File: src/hdl/lr4c_pkg.sv
`default_nettype none

package lr4c_pkg;

	// Fixed widths of the address path and the stride register.
	localparam int ADDR_W   = 11;
	localparam int STRIDE_W = 7;
	localparam int APB_DW   = 32;
	localparam int APB_AW   = 3;

	// Register map: word index of each register.
	localparam logic REG_ROW_STRIDE = 1'b0;

	// Stride value after reset.
	localparam logic [STRIDE_W-1:0] STRIDE_RESET = STRIDE_W'(40);

	// Depth of the command queue between front and back; a power of two.
	localparam int QUEUE_DEPTH = 2;

endpackage

`default_nettype wire

File: src/hdl/lr4c_queue.sv
`default_nettype none

module lr4c_queue
	import lr4c_pkg::*;
#(
	parameter int WIDTH = 32
) (
	input  wire logic             clk,
	input  wire logic             arst_n,
	input  wire logic             push_valid,
	output logic                  push_stall,
	input  wire logic [WIDTH-1:0] push_data,
	output logic                  pop_valid,
	input  wire logic             pop_stall,
	output logic      [WIDTH-1:0] pop_data
);

	localparam int PTR_W = (QUEUE_DEPTH > 1) ? $clog2(QUEUE_DEPTH) : 1;
	localparam int CNT_W = $clog2(QUEUE_DEPTH + 1);

	logic [WIDTH-1:0] entry_q [QUEUE_DEPTH];
	logic [PTR_W-1:0] wr_ptr_q;
	logic [PTR_W-1:0] rd_ptr_q;
	logic [CNT_W-1:0] count_q;
	logic             do_push;
	logic             do_pop;

	// Handshake on both sides of the queue.
	assign push_stall = (count_q == CNT_W'(QUEUE_DEPTH));
	assign pop_valid  = (count_q != '0);
	assign do_push    = push_valid && !push_stall;
	assign do_pop     = pop_valid && !pop_stall;
	assign pop_data   = entry_q[rd_ptr_q];

	// Entry storage; only written entries are ever read.
	always_ff @(posedge clk) begin
		if (do_push) begin
			entry_q[wr_ptr_q] <= push_data;
		end
	end

	// Pointers and fill count.
	always_ff @(posedge clk or negedge arst_n) begin
		if (!arst_n) begin
			wr_ptr_q <= '0;
			rd_ptr_q <= '0;
			count_q  <= '0;
		end else begin
			if (do_push) begin
				wr_ptr_q <= wr_ptr_q + 1'b1;
			end
			if (do_pop) begin
				rd_ptr_q <= rd_ptr_q + 1'b1;
			end
			if (do_push && !do_pop) begin
				count_q <= count_q + 1'b1;
			end else if (do_pop && !do_push) begin
				count_q <= count_q - 1'b1;
			end
		end
	end

endmodule

`default_nettype wire

File: src/hdl/lr4c_front.sv
`default_nettype none

module lr4c_front
	import lr4c_pkg::*;
#(
	parameter int COORD_BITS = 5,
	parameter int CMD_W      = 5 * COORD_BITS + 3
) (
	input  wire logic                  in_valid,
	output logic                       in_stall,
	input  wire logic [COORD_BITS-1:0] start_x,
	input  wire logic [COORD_BITS-1:0] start_y,
	input  wire logic [COORD_BITS-1:0] end_x,
	input  wire logic [COORD_BITS-1:0] end_y,
	output logic                       push_valid,
	input  wire logic                  push_stall,
	output logic      [CMD_W-1:0]      push_data
);

	typedef struct packed {
		logic [COORD_BITS-1:0] x0;
		logic [COORD_BITS-1:0] y0;
		logic [COORD_BITS-1:0] span_x;
		logic [COORD_BITS-1:0] span_y;
		logic                  x_neg;
		logic                  y_neg;
		logic [COORD_BITS:0]   steps;
	} cmd_t;

	cmd_t cmd;

	// Spans, directions and pixel count of the line.
	always_comb begin
		cmd.x0     = start_x;
		cmd.y0     = start_y;
		cmd.span_x = (end_x >= start_x) ? (end_x - start_x) : (start_x - end_x);
		cmd.span_y = (end_y >= start_y) ? (end_y - start_y) : (start_y - end_y);
		cmd.x_neg  = !(start_x < end_x);
		cmd.y_neg  = !(start_y < end_y);
		cmd.steps  = {1'b0, cmd.span_x} + {1'b0, cmd.span_y};
	end

	// A zero-length line is taken and dropped; others go into the queue.
	assign in_stall   = push_stall;
	assign push_valid = in_valid && (cmd.steps != '0);
	assign push_data  = cmd;

endmodule

`default_nettype wire

File: src/hdl/lr4c_back.sv
`default_nettype none

module lr4c_back
	import lr4c_pkg::*;
#(
	parameter int COORD_BITS = 5,
	parameter int CMD_W      = 5 * COORD_BITS + 3
) (
	input  wire logic                  clk,
	input  wire logic                  arst_n,
	input  wire logic [STRIDE_W-1:0]   row_stride,
	input  wire logic                  cmd_valid,
	output logic                       cmd_stall,
	input  wire logic [CMD_W-1:0]      cmd_data,
	output logic                       out_valid,
	input  wire logic                  out_stall,
	output logic      [COORD_BITS-1:0] pixel_x,
	output logic      [COORD_BITS-1:0] pixel_y,
	output logic      [ADDR_W-1:0]     pixel_address,
	output logic                       last_pixel
);

	localparam int ERR_W = COORD_BITS + 3;

	typedef struct packed {
		logic [COORD_BITS-1:0] x0;
		logic [COORD_BITS-1:0] y0;
		logic [COORD_BITS-1:0] span_x;
		logic [COORD_BITS-1:0] span_y;
		logic                  x_neg;
		logic                  y_neg;
		logic [COORD_BITS:0]   steps;
	} cmd_t;

	cmd_t                    cmd;
	logic                    busy_q;
	logic [COORD_BITS-1:0]   cur_x_q;
	logic [COORD_BITS-1:0]   cur_y_q;
	logic signed [ERR_W-1:0] err_q;
	logic [COORD_BITS:0]     steps_q;
	logic [COORD_BITS-1:0]   span_x_q;
	logic [COORD_BITS-1:0]   span_y_q;
	logic                    x_neg_q;
	logic                    y_neg_q;
	logic                    out_valid_q;
	logic [COORD_BITS-1:0]   pixel_x_q;
	logic [COORD_BITS-1:0]   pixel_y_q;
	logic [ADDR_W-1:0]       addr_q;
	logic                    last_q;

	logic                    advance;
	logic                    load;
	logic signed [ERR_W-1:0] err_x;
	logic signed [ERR_W-1:0] err_y;
	logic [ERR_W-1:0]        mag_x;
	logic [ERR_W-1:0]        mag_y;
	logic                    take_x;
	logic [ADDR_W-1:0]       addr_next;

	assign cmd       = cmd_t'(cmd_data);
	assign advance   = !out_valid_q || !out_stall;
	assign load      = !busy_q && cmd_valid;
	assign cmd_stall = busy_q;

	// Error terms for an x step and a y step, and the choice between them.
	always_comb begin
		err_x  = err_q + ERR_W'(span_y_q);
		err_y  = err_q - ERR_W'(span_x_q);
		mag_x  = err_x[ERR_W-1] ? ERR_W'(-err_x) : ERR_W'(err_x);
		mag_y  = err_y[ERR_W-1] ? ERR_W'(-err_y) : ERR_W'(err_y);
		take_x = (mag_x < mag_y);
	end

	// Buffer address of the current pixel, wrapped to the address width.
	assign addr_next = ADDR_W'(ADDR_W'(cur_y_q) * ADDR_W'(row_stride))
		+ ADDR_W'(cur_x_q);

	// Line stepper: loads a command while idle, then one pixel each cycle the output moves.
	always_ff @(posedge clk or negedge arst_n) begin
		if (!arst_n) begin
			busy_q   <= 1'b0;
			cur_x_q  <= '0;
			cur_y_q  <= '0;
			err_q    <= '0;
			steps_q  <= '0;
			span_x_q <= '0;
			span_y_q <= '0;
			x_neg_q  <= 1'b0;
			y_neg_q  <= 1'b0;
		end else if (load) begin
			busy_q   <= 1'b1;
			cur_x_q  <= cmd.x0;
			cur_y_q  <= cmd.y0;
			err_q    <= '0;
			steps_q  <= cmd.steps;
			span_x_q <= cmd.span_x;
			span_y_q <= cmd.span_y;
			x_neg_q  <= cmd.x_neg;
			y_neg_q  <= cmd.y_neg;
		end else if (busy_q && advance) begin
			if (take_x) begin
				cur_x_q <= x_neg_q ? (cur_x_q - 1'b1) : (cur_x_q + 1'b1);
				err_q   <= err_x;
			end else begin
				cur_y_q <= y_neg_q ? (cur_y_q - 1'b1) : (cur_y_q + 1'b1);
				err_q   <= err_y;
			end
			steps_q <= steps_q - 1'b1;
			busy_q  <= (steps_q != (COORD_BITS + 1)'(1));
		end
	end

	// Output register valid flag.
	always_ff @(posedge clk or negedge arst_n) begin
		if (!arst_n) begin
			out_valid_q <= 1'b0;
		end else if (advance) begin
			out_valid_q <= busy_q;
		end
	end

	// Output register payload.
	always_ff @(posedge clk) begin
		if (advance && busy_q) begin
			pixel_x_q <= cur_x_q;
			pixel_y_q <= cur_y_q;
			addr_q    <= addr_next;
			last_q    <= (steps_q == (COORD_BITS + 1)'(1));
		end
	end

	assign out_valid     = out_valid_q;
	assign pixel_x       = pixel_x_q;
	assign pixel_y       = pixel_y_q;
	assign pixel_address = addr_q;
	assign last_pixel    = last_q;

endmodule

`default_nettype wire

File: src/hdl/line_rasterizer_4_connected.sv
// 4-connected line rasterizer.
// An item on the input channel (in_valid/in_stall) is one line command from
// (start_x, start_y) to (end_x, end_y). The block emits dx+dy pixels on the
// output channel (out_valid/out_stall), starting at the start point and
// stopping one short of the end point; last_pixel marks the final one.
// A zero-length line is taken and produces no item.
// Each pixel carries pixel_address = pixel_x + pixel_y * row_stride, wrapped
// to 11 bits. row_stride is written through the APB port at address 0.
// The front classifies a command in the cycle it is taken and places it in a
// two-entry queue, so up to two commands wait while a line is drawn.
// The stepper loads a command from the queue while idle, then produces one
// pixel per cycle while the output is not stalled; a taken command passes
// through the queue, the stepper and the output register before its first pixel.
// When the receiver stalls, the output register holds its pixel and the
// stepper waits; the queue keeps taking commands until it is full.
// Reset clears the queue, the stepper and the output, and sets row_stride
// to 40.
`default_nettype none

module line_rasterizer_4_connected
	import lr4c_pkg::*;
#(
	parameter int COORD_BITS = 5
) (
	input  wire logic                  clk,
	input  wire logic                  arst_n,
	input  wire logic                  psel,
	input  wire logic                  penable,
	input  wire logic                  pwrite,
	input  wire logic [APB_AW-1:0]     paddr,
	input  wire logic [APB_DW-1:0]     pwdata,
	output logic      [APB_DW-1:0]     prdata,
	output logic                       pready,
	input  wire logic                  in_valid,
	output logic                       in_stall,
	input  wire logic [COORD_BITS-1:0] start_x,
	input  wire logic [COORD_BITS-1:0] start_y,
	input  wire logic [COORD_BITS-1:0] end_x,
	input  wire logic [COORD_BITS-1:0] end_y,
	output logic                       out_valid,
	input  wire logic                  out_stall,
	output logic      [COORD_BITS-1:0] pixel_x,
	output logic      [COORD_BITS-1:0] pixel_y,
	output logic      [ADDR_W-1:0]     pixel_address,
	output logic                       last_pixel
);

	localparam int CMD_W = 5 * COORD_BITS + 3;

	logic [STRIDE_W-1:0] row_stride_q;
	logic                push_valid;
	logic                push_stall;
	logic [CMD_W-1:0]    push_data;
	logic                cmd_valid;
	logic                cmd_stall;
	logic [CMD_W-1:0]    cmd_data;
	logic                reg_sel;

	// Configuration port: one register, word index in paddr[2].
	assign pready  = 1'b1;
	assign reg_sel = (paddr[2] == REG_ROW_STRIDE);
	assign prdata  = reg_sel ? APB_DW'(row_stride_q) : '0;

	always_ff @(posedge clk or negedge arst_n) begin
		if (!arst_n) begin
			row_stride_q <= STRIDE_RESET;
		end else if (psel && penable && pwrite && pready && reg_sel) begin
			row_stride_q <= pwdata[STRIDE_W-1:0];
		end
	end

	lr4c_front #(
		.COORD_BITS (COORD_BITS),
		.CMD_W      (CMD_W)
	) u_front (
		.in_valid   (in_valid),
		.in_stall   (in_stall),
		.start_x    (start_x),
		.start_y    (start_y),
		.end_x      (end_x),
		.end_y      (end_y),
		.push_valid (push_valid),
		.push_stall (push_stall),
		.push_data  (push_data)
	);

	lr4c_queue #(
		.WIDTH (CMD_W)
	) u_queue (
		.clk        (clk),
		.arst_n     (arst_n),
		.push_valid (push_valid),
		.push_stall (push_stall),
		.push_data  (push_data),
		.pop_valid  (cmd_valid),
		.pop_stall  (cmd_stall),
		.pop_data   (cmd_data)
	);

	lr4c_back #(
		.COORD_BITS (COORD_BITS),
		.CMD_W      (CMD_W)
	) u_back (
		.clk           (clk),
		.arst_n        (arst_n),
		.row_stride    (row_stride_q),
		.cmd_valid     (cmd_valid),
		.cmd_stall     (cmd_stall),
		.cmd_data      (cmd_data),
		.out_valid     (out_valid),
		.out_stall     (out_stall),
		.pixel_x       (pixel_x),
		.pixel_y       (pixel_y),
		.pixel_address (pixel_address),
		.last_pixel    (last_pixel)
	);

endmodule

`default_nettype wire

File: config.mk
export PLATFORM = sky130hd
export DESIGN_NAME = line_rasterizer_4_connected
export DESIGN_NICKNAME = d
export VERILOG_FILES = /design/src/hdl/lr4c_pkg.sv /design/src/hdl/lr4c_queue.sv /design/src/hdl/lr4c_front.sv /design/src/hdl/lr4c_back.sv /design/src/hdl/line_rasterizer_4_connected.sv
export SDC_FILE = /design/constraint.sdc
export NUM_CORES = 1
export LEC_CHECK = 0
export BUFFER_PORTS_ARGS = -buffer_cell sky130_fd_sc_hd__buf_2
export CAP_MARGIN = 20
export CORE_MARGIN = 3
export CORE_UTILIZATION = 35
export CTS_BUF_LIST = sky130_fd_sc_hd__clkbuf_4 sky130_fd_sc_hd__clkbuf_8
export DETAILED_ROUTE_END_ITERATION = 7
export GPL_ROUTABILITY_DRIVEN = 0
export PLACE_DENSITY = 0.59
export SLEW_MARGIN = 20
export SYNTH_ARGS = -nofsm -noshare
export SYNTH_HDL_FRONTEND = slang
export SYNTH_SLANG_ARGS = --single-unit
File: constraint.sdc
create_clock -name clk -period 5.1 [get_ports clk]
set_clock_uncertainty 0.1 [all_clocks]
set_input_delay 0.765 -clock clk [delete_from_list [all_inputs] [get_ports clk]]
set_output_delay 0.765 -clock clk [all_outputs]
set_load 0.02 [all_outputs]
==> results by group <==
Outcome
  • Status: complete, no violations

Critical path
  • CP Launch Type: register
  • Critical path arrival: 4.57 ns
  • Cell Chain, Critical Path: ha_1, o21ai_0, or4_1, o311ai_0, nor2_1, mux2_2, ha_1, o211a_1, a2111oi_2, o21ai_2, a211oi_4, nor2_2, or3b_1
  • Max incr delay on CP: 0.51 ns
  • Crit. Startpoint: u_back.err_q[2]
  • R2r startpoint: u_back.err_q[2]
  • CP most frequent cell: ha_1
  • Slowest stage cell, crit path: a211oi_4
  • Setup crit end kind: register
  • CP Max Fanout: 8
  • WS Path Type: register to register
  • Req. time, crit path: 5.33 ns
  • Crit-path leading delay family: compound AO/OA/AOI/OAI gates
  • CP bufs+invs: 0

Yosys
  • Top cells by count, synth: inv_1, edfxtp_1, ha_1
  • Mapped Cells: 749
  • Cell with the most instances after synthesis: inv_1
  • Synth Cell Area: 8288 µm²
  • Area share of the largest cell type after synthesis: 28.26%
  • Number of synthesized flops with an enable pin: 78
  • YS warnings: 0
  • Top cells by area, synth: edfxtp_1, dfrtp_1, ha_1
  • Syn avg cell area: 11.07 µm²
  • Synth Register Bits: 127
  • Async set-reset flop share out of synthesis: 38.58%
  • Sequential cell area fraction in the yosys report: 43.09%
  • Main synth FF type: edfxtp_1
  • Post-synth top area cell: edfxtp_1
  • Synth cell types: 60

Routing
  • Met3 WL: 676 µm
  • Final wirelength: 16410 µm
  • Post-DR wirelength/cell: 14.33 µm
  • Total number of vias: 5379
  • Residual DRC: 0
  • Max layer used: met4
  • Met1 WL: 7875 µm
  • Drt first pass iters: 4
  • DR vias/cell: 4.698
  • Drt initial violations: 263
  • ANT nets after route: 0
  • Routed met2 length: 7728 µm

Global route
  • Largest net degree at the start of global routing: 55
  • First-pass GRT wire length: 27150 µm
  • Antenna violations before repair: 0
  • Vias in the first global route: 5389
  • Total GRT Usage: 13.28%
  • Gr ovfl total: 0

Flow run
  • Max-Cap Viols: 0

Clock network
  • Cts hold-fix bufs: 0
  • Post-CTS sizing: 0
  • TritonCTS buffer count: 17
  • CTS tree: yes
  • Root Buffer: clkbuf_8
  • Clock sinks: 127
  • Number of buffers on the longest clock path: 2
  • Worst-Skew Late Latency: 0.45 ns
  • Postcts setup bufs: 0
  • CTS H-tree depth: 4
  • Clk slew on worst S/H paths: 0.08 ns

STA
  • Final setup vio count: 0
  • Max transition margin: 45.67%
  • Unrepaired setup endpoints after global routing: no
  • Period utilization: 85.07%
  • Max frequency: 230.5 MHz
  • Setup_tns: 0 ns
  • Pins Over Slew Limit: 0
  • Final hold viol count: 0
  • Worst Tran Pin Value: 0.8138 ns
  • Crit path time final: 4.339 ns

Placement
  • PortBufs: 65
  • Post-DP HPWL: 12270 µm

Die
  • Die Ht: 159.9 µm
  • Starting Density: 36.06%
  • Core area: 22980 µm²
  • Die Width: 159.9 µm
  • Die area: 25560 µm²
  • Num rows: 55
  • Io pins: 119

Final layout
  • Final #Nets: 983
  • Layout fillers: 2307
  • # diodes: 0
  • Area Growth Syn to Fin: 11.68%
  • Share of cells above drive strength 1: 15.75%

Worst hold path
  • HP Class: primary input to asynchronous set/reset pin
## cell families after synthesis
| group | synth area share, % |
|---|---|
| and+or+nand+nor | 9.375 |
| AOI/OAI and AO/OA | 11.10 |
| DFF | 43.09 |
| buffers and inverters | 6.990 |
| adders and majority gates | 17.93 |
| xor gates and xnor gates | 5.707 |
| muxes | 5.722 |
| other | 0.09061 |
## routing by layer
metal,track usage [%],vias to the layer above
met4,2.998,0
met2,21.71,106
met5,0,-
li1,-,2683
met3,3.476,9
met1,17.83,2581
## through the flow
| step | setup slack, ns | instance area (µm²) | util [%] | cells | hold slack [ns] |
|---|---|---|---|---|---|
| global route | 0.4021 | 9256 | 40.27 | 1145 | 0.3825 |
| global placement | 0.5927 | 8899 | 38.72 | 1113 | 0.3661 |
| floorplan | 0.1638 | 8378 | - | 773 | 0.3231 |
| CTS | 0.7092 | 9256 | 40.27 | 1145 | 0.3504 |
| detailed placement | 0.5578 | 8899 | 38.72 | 1113 | 0.3723 |
| finish | 0.7613 | 9256 | 40.27 | 1145 | 0.3227 |
## flip-flops by register name (all words and copies together) (netlist names), 6 cells and up
| signal | count |
|---|---|
| u_back.err_q | 8 |
| u_back.steps_q | 6 |
| u_queue.entry_q | 56 |
| u_back.pixel_address | 11 |
| row_stride_q | 7 |
## final cells by class
class / count / area (µm²) / area share, %
tap: 313 / 391.6 / 4.231
multi-input combinational: 520 / 4233 / 45.73
inverter: 82 / 307.8 / 3.325
sequential: 127 / 3571 / 38.58
clock inverter: 15 / 123.9 / 1.338
clock buffer: 17 / 234.0 / 2.528
timing repair buffer: 71 / 395.4 / 4.271
## final timing paths
| kind | to | slack, ns | depth (start not counted) |
|---|---|---|---|
| worst min-delay path | u_back.err_q[7] | 0.32 | 2 |
| min in group clk | u_back.span_x_q[2] | 0.39 | 2 |
| worst max register to register | u_back.cur_x_q[4] | 0.76 | 13 |
| max in group asynchronous | row_stride_q[4] | 4.09 | 2 |
| worst max-delay path | u_back.cur_x_q[4] | 0.76 | 13 |
| worst min register to register | u_back.span_x_q[2] | 0.39 | 2 |
## cell usage in the layout, fill, tap and decap left out, types with 33 or more instances in the layout
cell type,instances
nand2_1,58
mux2i_1,35
a21oi_1,33
edfxtp_1,78
ha_1,74
xnor2_1,34
buf_2,65
inv_1,81
dfrtp_1,47
Power is left out: the tool's default activity adds up to more than one toggle a clock period on the data nets, which glitch-free logic cannot reach.
